### src/e2c_pkg.sv
`default_nettype none
// ----------------------------------------------------------------------------
// e2c_pkg: shared types and constants for the epoch to calendar converter
// Holds the controller states, the command and status words between the
// controller and the datapath, the result word and the calendar constants.
// ----------------------------------------------------------------------------
package e2c_pkg;

  localparam logic [31:0] SECS_TO_2000 = 32'd946684800;
  localparam logic [31:0] SECS_TO_2100 = 32'd4102444800;

  localparam logic [6:0] DIV_60 = 7'd60;
  localparam logic [6:0] DIV_24 = 7'd24;

  // Reciprocals: n / 60 = (n * RECIP_60) >> 37 for any 32-bit n, while
  // n / 24 and n / 7 are (n * RECIP) >> 32 for the day and hour counts.
  localparam logic [31:0] RECIP_60 = 32'h8888_8889;
  localparam logic [31:0] RECIP_24 = 32'h0AAA_AAAB;
  localparam logic [31:0] RECIP_7  = 32'h2492_4925;

  localparam logic [15:0] DAYS_PER_QUAD = 16'd1461;
  localparam logic [8:0]  DAYS_PER_YEAR = 9'd365;
  localparam logic [2:0]  DAYS_PER_WEEK = 3'd7;
  localparam logic [2:0]  WEEKDAY_BIAS  = 3'd6;

  localparam logic [3:0] MONTH_JAN = 4'd1;
  localparam logic [3:0] MONTH_FEB = 4'd2;
  localparam logic [3:0] MONTH_DEC = 4'd12;

  typedef enum logic [3:0] {
    ST_IDLE,
    ST_SEC_MUL,
    ST_SEC,
    ST_MIN_MUL,
    ST_MIN,
    ST_HOUR_MUL,
    ST_HOUR,
    ST_WEEK_MUL,
    ST_WEEK,
    ST_QUAD,
    ST_YEAR,
    ST_MONTH,
    ST_FINISH
  } state_t;

  typedef enum logic [3:0] {
    OP_NONE,
    OP_LOAD,
    OP_MUL_60,
    OP_MUL_24,
    OP_MUL_7,
    OP_SEC,
    OP_MIN,
    OP_HOUR,
    OP_WEEK,
    OP_QUAD,
    OP_YEAR,
    OP_YEAR_END,
    OP_MONTH,
    OP_OUT
  } op_t;

  typedef struct packed {
    op_t op;
  } cmd_t;

  typedef struct packed {
    logic oor;
    logic quad_ge;
    logic year_ge;
    logic month_ge;
  } status_t;

  typedef struct packed {
    logic [5:0] sec_out;
    logic [5:0] min_out;
    logic [4:0] hour_out;
    logic [2:0] weekday;
    logic [4:0] day_of_month;
    logic [3:0] month_out;
    logic [6:0] year_offset;
    logic [8:0] day_of_year;
    logic       out_of_range;
  } result_t;

  function automatic logic [4:0] month_len(input logic [3:0] month);
    logic [4:0] len;
    case (month)
      4'd1, 4'd3, 4'd5, 4'd7, 4'd8, 4'd10, 4'd12: len = 5'd31;
      4'd4, 4'd6, 4'd9, 4'd11: len = 5'd30;
      4'd2: len = 5'd28;
      default: len = 5'd31;
    endcase
    return len;
  endfunction

endpackage
`default_nettype wire

### src/e2c_if.sv
`default_nettype none
// ----------------------------------------------------------------------------
// e2c_if: handshake channels of the epoch to calendar converter
// The timestamp channel carries one epoch word, the result channel one
// calendar word; each word moves when valid and ready are both high.
// ----------------------------------------------------------------------------
interface e2c_stamp_if;
  logic        valid;
  logic        ready;
  logic [31:0] epoch_seconds;

  modport source (output valid, output epoch_seconds, input ready);
  modport sink (input valid, input epoch_seconds, output ready);
endinterface

interface e2c_result_if;
  logic       valid;
  logic       ready;
  logic [5:0] sec_out;
  logic [5:0] min_out;
  logic [4:0] hour_out;
  logic [2:0] weekday;
  logic [4:0] day_of_month;
  logic [3:0] month_out;
  logic [6:0] year_offset;
  logic [8:0] day_of_year;
  logic       out_of_range;

  modport source (
    output valid, output sec_out, output min_out, output hour_out, output weekday,
    output day_of_month, output month_out, output year_offset, output day_of_year,
    output out_of_range, input ready
  );
  modport sink (
    input valid, input sec_out, input min_out, input hour_out, input weekday,
    input day_of_month, input month_out, input year_offset, input day_of_year,
    input out_of_range, output ready
  );
endinterface
`default_nettype wire

### src/e2c_datapath.sv
`default_nettype none
// ----------------------------------------------------------------------------
// e2c_datapath: arithmetic and storage of the epoch to calendar converter
// A shared reciprocal multiplier for the divisions by 60, 24 and 7, a year
// and month walker and the registered result word, all stepped by the
// controller's commands.
// ----------------------------------------------------------------------------
module e2c_datapath (
  input  wire logic            clk,
  input  wire e2c_pkg::cmd_t   cmd,
  input  wire logic [31:0]     epoch_seconds,
  output e2c_pkg::status_t     status,
  output e2c_pkg::result_t     result
);

  logic [31:0] num;
  logic [63:0] prod;
  logic [5:0]  sec;
  logic [5:0]  min;
  logic [4:0]  hour;
  logic [2:0]  wday;
  logic [15:0] days;
  logic [6:0]  year;
  logic [8:0]  doy;
  logic [3:0]  month;
  logic        oor;

  logic [31:0] recip;
  logic [31:0] quo;
  logic [6:0]  divisor;
  logic [31:0] rem;
  logic [3:0]  wbias;
  logic [2:0]  wday_next;
  logic        leap;
  logic [8:0]  year_len;
  logic [4:0]  mlen;

  always_comb begin
    case (cmd.op)
      e2c_pkg::OP_MUL_24: begin
        recip = e2c_pkg::RECIP_24;
      end
      e2c_pkg::OP_MUL_7: begin
        recip = e2c_pkg::RECIP_7;
      end
      default: begin
        recip = e2c_pkg::RECIP_60;
      end
    endcase
    case (cmd.op)
      e2c_pkg::OP_HOUR: begin
        quo     = prod[63:32];
        divisor = e2c_pkg::DIV_24;
      end
      e2c_pkg::OP_WEEK: begin
        quo     = prod[63:32];
        divisor = {4'd0, e2c_pkg::DAYS_PER_WEEK};
      end
      default: begin
        quo     = {5'd0, prod[63:37]};
        divisor = e2c_pkg::DIV_60;
      end
    endcase
    rem       = num - quo * {25'd0, divisor};
    wbias     = {1'b0, rem[2:0]} + {1'b0, e2c_pkg::WEEKDAY_BIAS};
    wday_next = (wbias >= {1'b0, e2c_pkg::DAYS_PER_WEEK}) ?
                3'(wbias - {1'b0, e2c_pkg::DAYS_PER_WEEK}) : wbias[2:0];
    leap      = (year[1:0] == 2'd0);
    year_len  = e2c_pkg::DAYS_PER_YEAR + {8'd0, leap};
    mlen      = e2c_pkg::month_len(month) +
                {4'd0, (leap && (month == e2c_pkg::MONTH_FEB))};
  end

  always_comb begin
    status.oor      = oor;
    status.quad_ge  = (days >= e2c_pkg::DAYS_PER_QUAD);
    status.year_ge  = (days >= {7'd0, year_len});
    status.month_ge = (month != e2c_pkg::MONTH_DEC) && (days >= {11'd0, mlen});
  end

  always_ff @(posedge clk) begin
    case (cmd.op)
      e2c_pkg::OP_LOAD: begin
        oor   <= (epoch_seconds < e2c_pkg::SECS_TO_2000) ||
                 (epoch_seconds >= e2c_pkg::SECS_TO_2100);
        num   <= epoch_seconds - e2c_pkg::SECS_TO_2000;
        year  <= 7'd0;
        month <= e2c_pkg::MONTH_JAN;
      end
      e2c_pkg::OP_MUL_60, e2c_pkg::OP_MUL_24, e2c_pkg::OP_MUL_7: begin
        prod <= {32'd0, num} * {32'd0, recip};
      end
      e2c_pkg::OP_SEC: begin
        sec <= rem[5:0];
        num <= quo;
      end
      e2c_pkg::OP_MIN: begin
        min <= rem[5:0];
        num <= quo;
      end
      e2c_pkg::OP_HOUR: begin
        hour <= rem[4:0];
        num  <= quo;
        days <= quo[15:0];
      end
      e2c_pkg::OP_WEEK: begin
        wday <= wday_next;
      end
      e2c_pkg::OP_QUAD: begin
        days <= days - e2c_pkg::DAYS_PER_QUAD;
        year <= year + 7'd4;
      end
      e2c_pkg::OP_YEAR: begin
        days <= days - {7'd0, year_len};
        year <= year + 7'd1;
      end
      e2c_pkg::OP_YEAR_END: begin
        doy <= days[8:0];
      end
      e2c_pkg::OP_MONTH: begin
        days  <= days - {11'd0, mlen};
        month <= month + 4'd1;
      end
      e2c_pkg::OP_OUT: begin
        if (oor) begin
          result.sec_out      <= 6'd0;
          result.min_out      <= 6'd0;
          result.hour_out     <= 5'd0;
          result.weekday      <= 3'd0;
          result.day_of_month <= 5'd0;
          result.month_out    <= 4'd0;
          result.year_offset  <= 7'd0;
          result.day_of_year  <= 9'd0;
          result.out_of_range <= 1'b1;
        end else begin
          result.sec_out      <= sec;
          result.min_out      <= min;
          result.hour_out     <= hour;
          result.weekday      <= wday;
          result.day_of_month <= days[4:0] + 5'd1;
          result.month_out    <= month;
          result.year_offset  <= year;
          result.day_of_year  <= doy + 9'd1;
          result.out_of_range <= 1'b0;
        end
      end
      default: begin
      end
    endcase
  end

endmodule
`default_nettype wire

### src/e2c_ctrl.sv
`default_nettype none
// ----------------------------------------------------------------------------
// e2c_ctrl: sequencer of the epoch to calendar converter
// Steps the datapath through the four divisions, the year walk and the
// month walk, and owns the handshake of both channels.
// ----------------------------------------------------------------------------
module e2c_ctrl (
  input  wire logic             clk,
  input  wire logic             rst,
  input  wire logic             in_valid,
  output logic                  in_ready,
  output logic                  out_valid,
  input  wire logic             out_ready,
  input  wire e2c_pkg::status_t status,
  output e2c_pkg::cmd_t         cmd
);

  e2c_pkg::state_t state;
  e2c_pkg::state_t state_next;

  always_ff @(posedge clk) begin
    if (rst) begin
      state     <= e2c_pkg::ST_IDLE;
      out_valid <= 1'b0;
    end else begin
      state <= state_next;
      if (cmd.op == e2c_pkg::OP_OUT) begin
        out_valid <= 1'b1;
      end else if (out_ready) begin
        out_valid <= 1'b0;
      end
    end
  end

  always_comb begin
    state_next = state;
    cmd.op     = e2c_pkg::OP_NONE;
    in_ready   = 1'b0;
    case (state)
      e2c_pkg::ST_IDLE: begin
        in_ready = 1'b1;
        if (in_valid) begin
          cmd.op     = e2c_pkg::OP_LOAD;
          state_next = e2c_pkg::ST_SEC_MUL;
        end
      end
      e2c_pkg::ST_SEC_MUL: begin
        if (status.oor) begin
          state_next = e2c_pkg::ST_FINISH;
        end else begin
          cmd.op     = e2c_pkg::OP_MUL_60;
          state_next = e2c_pkg::ST_SEC;
        end
      end
      e2c_pkg::ST_SEC: begin
        cmd.op     = e2c_pkg::OP_SEC;
        state_next = e2c_pkg::ST_MIN_MUL;
      end
      e2c_pkg::ST_MIN_MUL: begin
        cmd.op     = e2c_pkg::OP_MUL_60;
        state_next = e2c_pkg::ST_MIN;
      end
      e2c_pkg::ST_MIN: begin
        cmd.op     = e2c_pkg::OP_MIN;
        state_next = e2c_pkg::ST_HOUR_MUL;
      end
      e2c_pkg::ST_HOUR_MUL: begin
        cmd.op     = e2c_pkg::OP_MUL_24;
        state_next = e2c_pkg::ST_HOUR;
      end
      e2c_pkg::ST_HOUR: begin
        cmd.op     = e2c_pkg::OP_HOUR;
        state_next = e2c_pkg::ST_WEEK_MUL;
      end
      e2c_pkg::ST_WEEK_MUL: begin
        cmd.op     = e2c_pkg::OP_MUL_7;
        state_next = e2c_pkg::ST_WEEK;
      end
      e2c_pkg::ST_WEEK: begin
        cmd.op     = e2c_pkg::OP_WEEK;
        state_next = e2c_pkg::ST_QUAD;
      end
      e2c_pkg::ST_QUAD: begin
        if (status.quad_ge) begin
          cmd.op = e2c_pkg::OP_QUAD;
        end else begin
          state_next = e2c_pkg::ST_YEAR;
        end
      end
      e2c_pkg::ST_YEAR: begin
        if (status.year_ge) begin
          cmd.op = e2c_pkg::OP_YEAR;
        end else begin
          cmd.op     = e2c_pkg::OP_YEAR_END;
          state_next = e2c_pkg::ST_MONTH;
        end
      end
      e2c_pkg::ST_MONTH: begin
        if (status.month_ge) begin
          cmd.op = e2c_pkg::OP_MONTH;
        end else begin
          state_next = e2c_pkg::ST_FINISH;
        end
      end
      e2c_pkg::ST_FINISH: begin
        if (!out_valid || out_ready) begin
          cmd.op     = e2c_pkg::OP_OUT;
          state_next = e2c_pkg::ST_IDLE;
        end
      end
      default: begin
        state_next = e2c_pkg::ST_IDLE;
      end
    endcase
  end

endmodule
`default_nettype wire

### src/epoch_to_calendar.sv
`default_nettype none
// ----------------------------------------------------------------------------
// epoch_to_calendar: Unix timestamp to calendar date and time of day
// Converts one 32-bit epoch word into second, minute, hour, weekday, day of
// month, month, year since 2000 and day of year.
// ----------------------------------------------------------------------------
// One word is converted at a time. A word in 2000..2099 is converted in
// steps: the four divisions by 60, 60, 24 and 7 on a shared reciprocal
// multiplier (a multiply step and a split step each), up to 24 four-year
// steps and 3 single-year steps of the year walk, up to 11 month steps, a
// step to close each of the three walks and one to write the result. A word
// outside that span skips the divisions and walks and gives its result with
// out_of_range set and all other fields zero. The result sits in an output
// register and the next word can be taken in the cycle after it is written,
// even while that result still waits to be read; a result that is not read
// holds the following one back.
// ----------------------------------------------------------------------------
module epoch_to_calendar (
  input  wire logic   clk,
  input  wire logic   rst,
  e2c_stamp_if.sink   stamp,
  e2c_result_if.source result
);

  e2c_pkg::cmd_t    cmd;
  e2c_pkg::status_t status;
  e2c_pkg::result_t res_word;

  e2c_ctrl u_ctrl (
    .clk       (clk),
    .rst       (rst),
    .in_valid  (stamp.valid),
    .in_ready  (stamp.ready),
    .out_valid (result.valid),
    .out_ready (result.ready),
    .status    (status),
    .cmd       (cmd)
  );

  e2c_datapath u_datapath (
    .clk           (clk),
    .cmd           (cmd),
    .epoch_seconds (stamp.epoch_seconds),
    .status        (status),
    .result        (res_word)
  );

  assign result.sec_out      = res_word.sec_out;
  assign result.min_out      = res_word.min_out;
  assign result.hour_out     = res_word.hour_out;
  assign result.weekday      = res_word.weekday;
  assign result.day_of_month = res_word.day_of_month;
  assign result.month_out    = res_word.month_out;
  assign result.year_offset  = res_word.year_offset;
  assign result.day_of_year  = res_word.day_of_year;
  assign result.out_of_range = res_word.out_of_range;

endmodule
`default_nettype wire

### src/flat_wrapper.sv
// flat-port wrapper written by rule: the top's interface ports become plain ports
module epoch_to_calendar_flat 
  (clk, rst, stamp_valid, stamp_epoch_seconds, stamp_ready, result_valid, result_sec_out, result_min_out, result_hour_out, result_weekday, result_day_of_month, result_month_out, result_year_offset, result_day_of_year, result_out_of_range, result_ready);
  e2c_stamp_if stamp_i ();
  e2c_result_if result_i ();
  input  wire logic clk;
  input  wire logic rst;
  input wire logic [$bits(stamp_i.valid)-1:0] stamp_valid;
  input wire logic [$bits(stamp_i.epoch_seconds)-1:0] stamp_epoch_seconds;
  output wire logic [$bits(stamp_i.ready)-1:0] stamp_ready;
  output wire logic [$bits(result_i.valid)-1:0] result_valid;
  output wire logic [$bits(result_i.sec_out)-1:0] result_sec_out;
  output wire logic [$bits(result_i.min_out)-1:0] result_min_out;
  output wire logic [$bits(result_i.hour_out)-1:0] result_hour_out;
  output wire logic [$bits(result_i.weekday)-1:0] result_weekday;
  output wire logic [$bits(result_i.day_of_month)-1:0] result_day_of_month;
  output wire logic [$bits(result_i.month_out)-1:0] result_month_out;
  output wire logic [$bits(result_i.year_offset)-1:0] result_year_offset;
  output wire logic [$bits(result_i.day_of_year)-1:0] result_day_of_year;
  output wire logic [$bits(result_i.out_of_range)-1:0] result_out_of_range;
  input wire logic [$bits(result_i.ready)-1:0] result_ready;
  assign stamp_i.valid = stamp_valid;
  assign stamp_i.epoch_seconds = stamp_epoch_seconds;
  assign stamp_ready = stamp_i.ready;
  assign result_valid = result_i.valid;
  assign result_sec_out = result_i.sec_out;
  assign result_min_out = result_i.min_out;
  assign result_hour_out = result_i.hour_out;
  assign result_weekday = result_i.weekday;
  assign result_day_of_month = result_i.day_of_month;
  assign result_month_out = result_i.month_out;
  assign result_year_offset = result_i.year_offset;
  assign result_day_of_year = result_i.day_of_year;
  assign result_out_of_range = result_i.out_of_range;
  assign result_i.ready = result_ready;
  epoch_to_calendar u_core (.clk(clk), .rst(rst), .stamp(stamp_i), .result(result_i));
endmodule
### config.mk
export PLATFORM = sky130hd
export DESIGN_NAME = epoch_to_calendar_flat
export DESIGN_NICKNAME = d
export VERILOG_FILES = /design/src/e2c_pkg.sv /design/src/e2c_if.sv /design/src/e2c_datapath.sv /design/src/e2c_ctrl.sv /design/src/epoch_to_calendar.sv /design/src/flat_wrapper.sv
export SDC_FILE = /design/constraint.sdc
export NUM_CORES = 2
export LEC_CHECK = 0
export ABC_AREA = 1
export BUFFER_PORTS_ARGS = -buffer_cell sky130_fd_sc_hd__buf_2
export CORE_UTILIZATION = 55
export CTS_BUF_LIST = sky130_fd_sc_hd__clkbuf_8
export DETAILED_ROUTE_END_ITERATION = 8
export PLACE_DENSITY = 0.72
export RECOVER_POWER = 25
export SKIP_CTS_REPAIR_TIMING = 1
export SYNTH_ARGS = -nofsm -noshare
export SYNTH_HDL_FRONTEND = slang
export SYNTH_SLANG_ARGS = --single-unit
### constraint.sdc
create_clock -name clk -period 11.54 [get_ports clk]
set_input_delay 0 -clock clk [delete_from_list [all_inputs] [get_ports clk]]
set_output_delay 0 -clock clk [all_outputs]
set_load 0.01 [all_outputs]
==> reports/metrics.yaml <==
run_status:
  run_status: "finished with violations"
  failed_checks: "negative hold slack, max-capacitance violations, max-slew violations"
synthesis:
  ys_ff_latch: 174
  synth-main-ff-cell: "edfxtp_1"
  synth_edf_count: 167
  synth_warnings: 0
  netlist_area_mm2: 0.0343
  avgSynthCellArea_um2: 8.47
  netlist_instances: 4053
  synth-seq-area-share_pct: 15.0
  ys_types: 51
  yosys-top-cells-count: "inv_1 (1113), nand2_1 (566), fa_1 (551), nor2_1 (455), ha_1 (439)"
  synth_top_area_share_pct: 32.1
  synthMostInstantiatedCell: "inv_1"
  synthTopCellsByArea: "fa_1 (32%), ha_1 (16%), edfxtp_1 (15%)"
  async_flop_share_pct: 0
  post-synth-top-area-cell: "fa_1"
grt:
  track_usage_pct: 35.8
  gr-total-overflow: 0
  antenna_found_initial: 1
  grt_max_degree: 48
  grt_pass1_wl_um: 167000
  grt_pass1_vias: 27741
timing:
  slew_headroom_pct: -32.6
  finalClockSkew_ns: 0.0280
  fin_crit_sh_pct: 76.3
  hold_slack_ns: -0.00510
  final_max_slew_viol_count: 42
  tns_ns: 0
  tightest_slew_ns: 1.99
  rsz0062_at_grt: "false"
  setup_viol: 0
  fin_crit_ns: 8.80
  hold_violations: 2
  fmax_ghz: 0.114
setup_path:
  crit_slowest_cell: "inv_1"
  path_max_fanout: 32
  start_kind: "flip-flop"
  cp_data_arrival_time_ns: 9.08
  crit_type: "flip-flop to flip-flop"
  critical_path.max_stage_delay_ns: 0.94
  worstSetupEndpointType: "flip-flop"
  crit_required_ns: 11.82
place:
  routabilityCongestion: 1.06
  port_buffers: 83
  dp_hpwl_um: 97700
clocking:
  insertion_delay_ns: 0.50
  cts_buffer_depth: 2
  cts_buffers: 17
  cts_sinks: 174
  htreeDepth: 4
  cts-root-buf: "clkbuf_8"
  clkTransAtPathRegs_ns: 0.11
  cts_tree: "yes"
layout:
  nets: 5172
  multi_input_area_mm2: 0.0247
  fillers: 5815
  layout-drive-gt1-share_pct: 3.61
  area_growth_syn_to_layout_pct: 5.49
  regArea_mm2: 0.00515
detailed_routing:
  first_pass_iters: 6
  vias: 26934
  drt_iter0_drc: 2401
  drc: 0
  ant_nets: 0
  totalWireLength_um: 109000
  wire_per_inst_um: 21.8
  via_per_inst: 5.39
hold_path:
  min-delay-path-class: "input pin to flip-flop"
floorplanning:
  io_pins: 84
  start_util_pct: 55.6
  core_area_mm2: 0.0617
  die_h_um: 252
  num_rows: 91
  die-area_mm2: 0.0634
  die_w_um: 252
job:
  drv_cap: 1
==> worst max-delay path, delay by kind of cell, from the launching register on <==
| family | cells | cell delay [ns] |
|---|---|---|
| fa+ha+maj | 9 | 4.21 |
| buf+inv | 8 | 1.83 |
| compound gates | 4 | 1.15 |
| simple gates | 6 | 0.68 |
| flops | 1 | 0.41 |
| xor+xnor | 1 | 0.27 |
==> registers in the layout, summed over array words and instances (netlist names), named ones only <==
signal and flops:
u_core.u_datapath.wday 3, u_core.u_datapath.month 4, u_core.u_datapath.oor 1, u_core.u_datapath.result 46, u_core.u_ctrl.state 4, u_core.u_datapath.days 16, u_core.u_datapath.min 6, u_core.u_datapath.prod 32
u_core.u_datapath.sec 6, u_core.u_datapath.year 7, u_core.u_datapath.num 32, u_core.u_datapath.hour 5, u_core.u_ctrl.out_valid 1, u_core.u_datapath.doy 9
==> layout make-up <==
| cell class | count | share of cell area, % |
|---|---|---|
| Antenna cell | 1 | 0.00691 |
| Clock buffer | 17 | 0.646 |
| Clock inverter | 15 | 0.411 |
| Inverter | 1133 | 11.7 |
| Multi-Input combinational cell | 2705 | 68.3 |
| Sequential cell | 174 | 14.2 |
| Tap cell | 837 | 2.89 |
| Timing Repair Buffer | 115 | 1.80 |
==> cell families after synthesis <==
family / Yosys count / synth area share, %
mux: 1 / 0.0292
buf+inv: 1175 / 13.0
other cells: 2 / 0.0219
simple gates: 1262 / 15.2
fa+ha+maj: 990 / 48.1
flops: 174 / 15.0
xor+xnor: 107 / 2.81
compound gates: 342 / 5.74
==> routing by layer <==
metal / routed length, µm / up-vias / share of wire, % / GRT usage (%)
met5: 0 / - / 0 / 0
met4: 5790 / 0 / 5.3 / 15.8
met3: 8020 / 201 / 7.4 / 5.38
met2: 49200 / 1108 / 45 / 56.5
met1: 45800 / 13113 / 42 / 49.0
li1: - / 12512 / - / -
==> cells in the final DEF (no fill, tap or decap), types with 7 or more instances in the layout <==
cell	netlist	final
a31oi_1	16	16
a21o_1	14	14
inv_1	1113	1114
dlygate4sd3_1	0	23
o21ai_0	116	116
or2_2	9	9
nand2_1	566	567
xnor2_1	11	11
nor2_2	11	12
dfxtp_1	7	7
nor2_4	15	15
o21bai_1	18	18
xor2_1	94	94
nor3_1	36	35
o22ai_1	9	9
nand3_1	128	128
ha_1	439	439
o21ai_1	7	7
a31o_2	11	11
clkbuf_1	21	48
nor4_1	8	8
o2111ai_1	7	7
edfxtp_1	167	167
inv_2	15	15
nor2_1	455	454
buf_4	2	8
buf_2	11	36
a21oi_1	117	117
nand4_1	19	19
fa_1	551	551
clkbuf_8	0	17
==> final timing paths <==
kind                            cells after the start                      start  slack (ns)                            to
worst min register to register                      2  u_core.u_datapath.hour[2]        0.54  u_core.u_datapath.result[31]
worst max-delay path                               28     u_core.u_ctrl.state[0]        2.74    u_core.u_datapath.prod[42]
worst min-delay path                                5    stamp_epoch_seconds[30]      -0.005     u_core.u_datapath.num[31]
worst max register to register                     28     u_core.u_ctrl.state[0]        2.74    u_core.u_datapath.prod[42]
==> through the flow <==
step	cells	instance area [µm²]	utilization, %	setup slack (ns)	hold WS (ns)
6_report	4997	36200	58.7	2.74	-0.00510
5_1_grt	4997	36200	58.7	2.41	0.00263
4_1_cts	4973	36000	58.4	2.91	-0.266
3_5_place_dp	4941	35700	57.8	2.99	0.267
3_3_place_gp	4941	35700	57.8	2.94	0.267
2_1_floorplan	4054	34300	-	4.53	0.0691
Power is left out: the tool's default activity adds up to more than one toggle a clock period on the data nets, which glitch-free logic cannot reach.
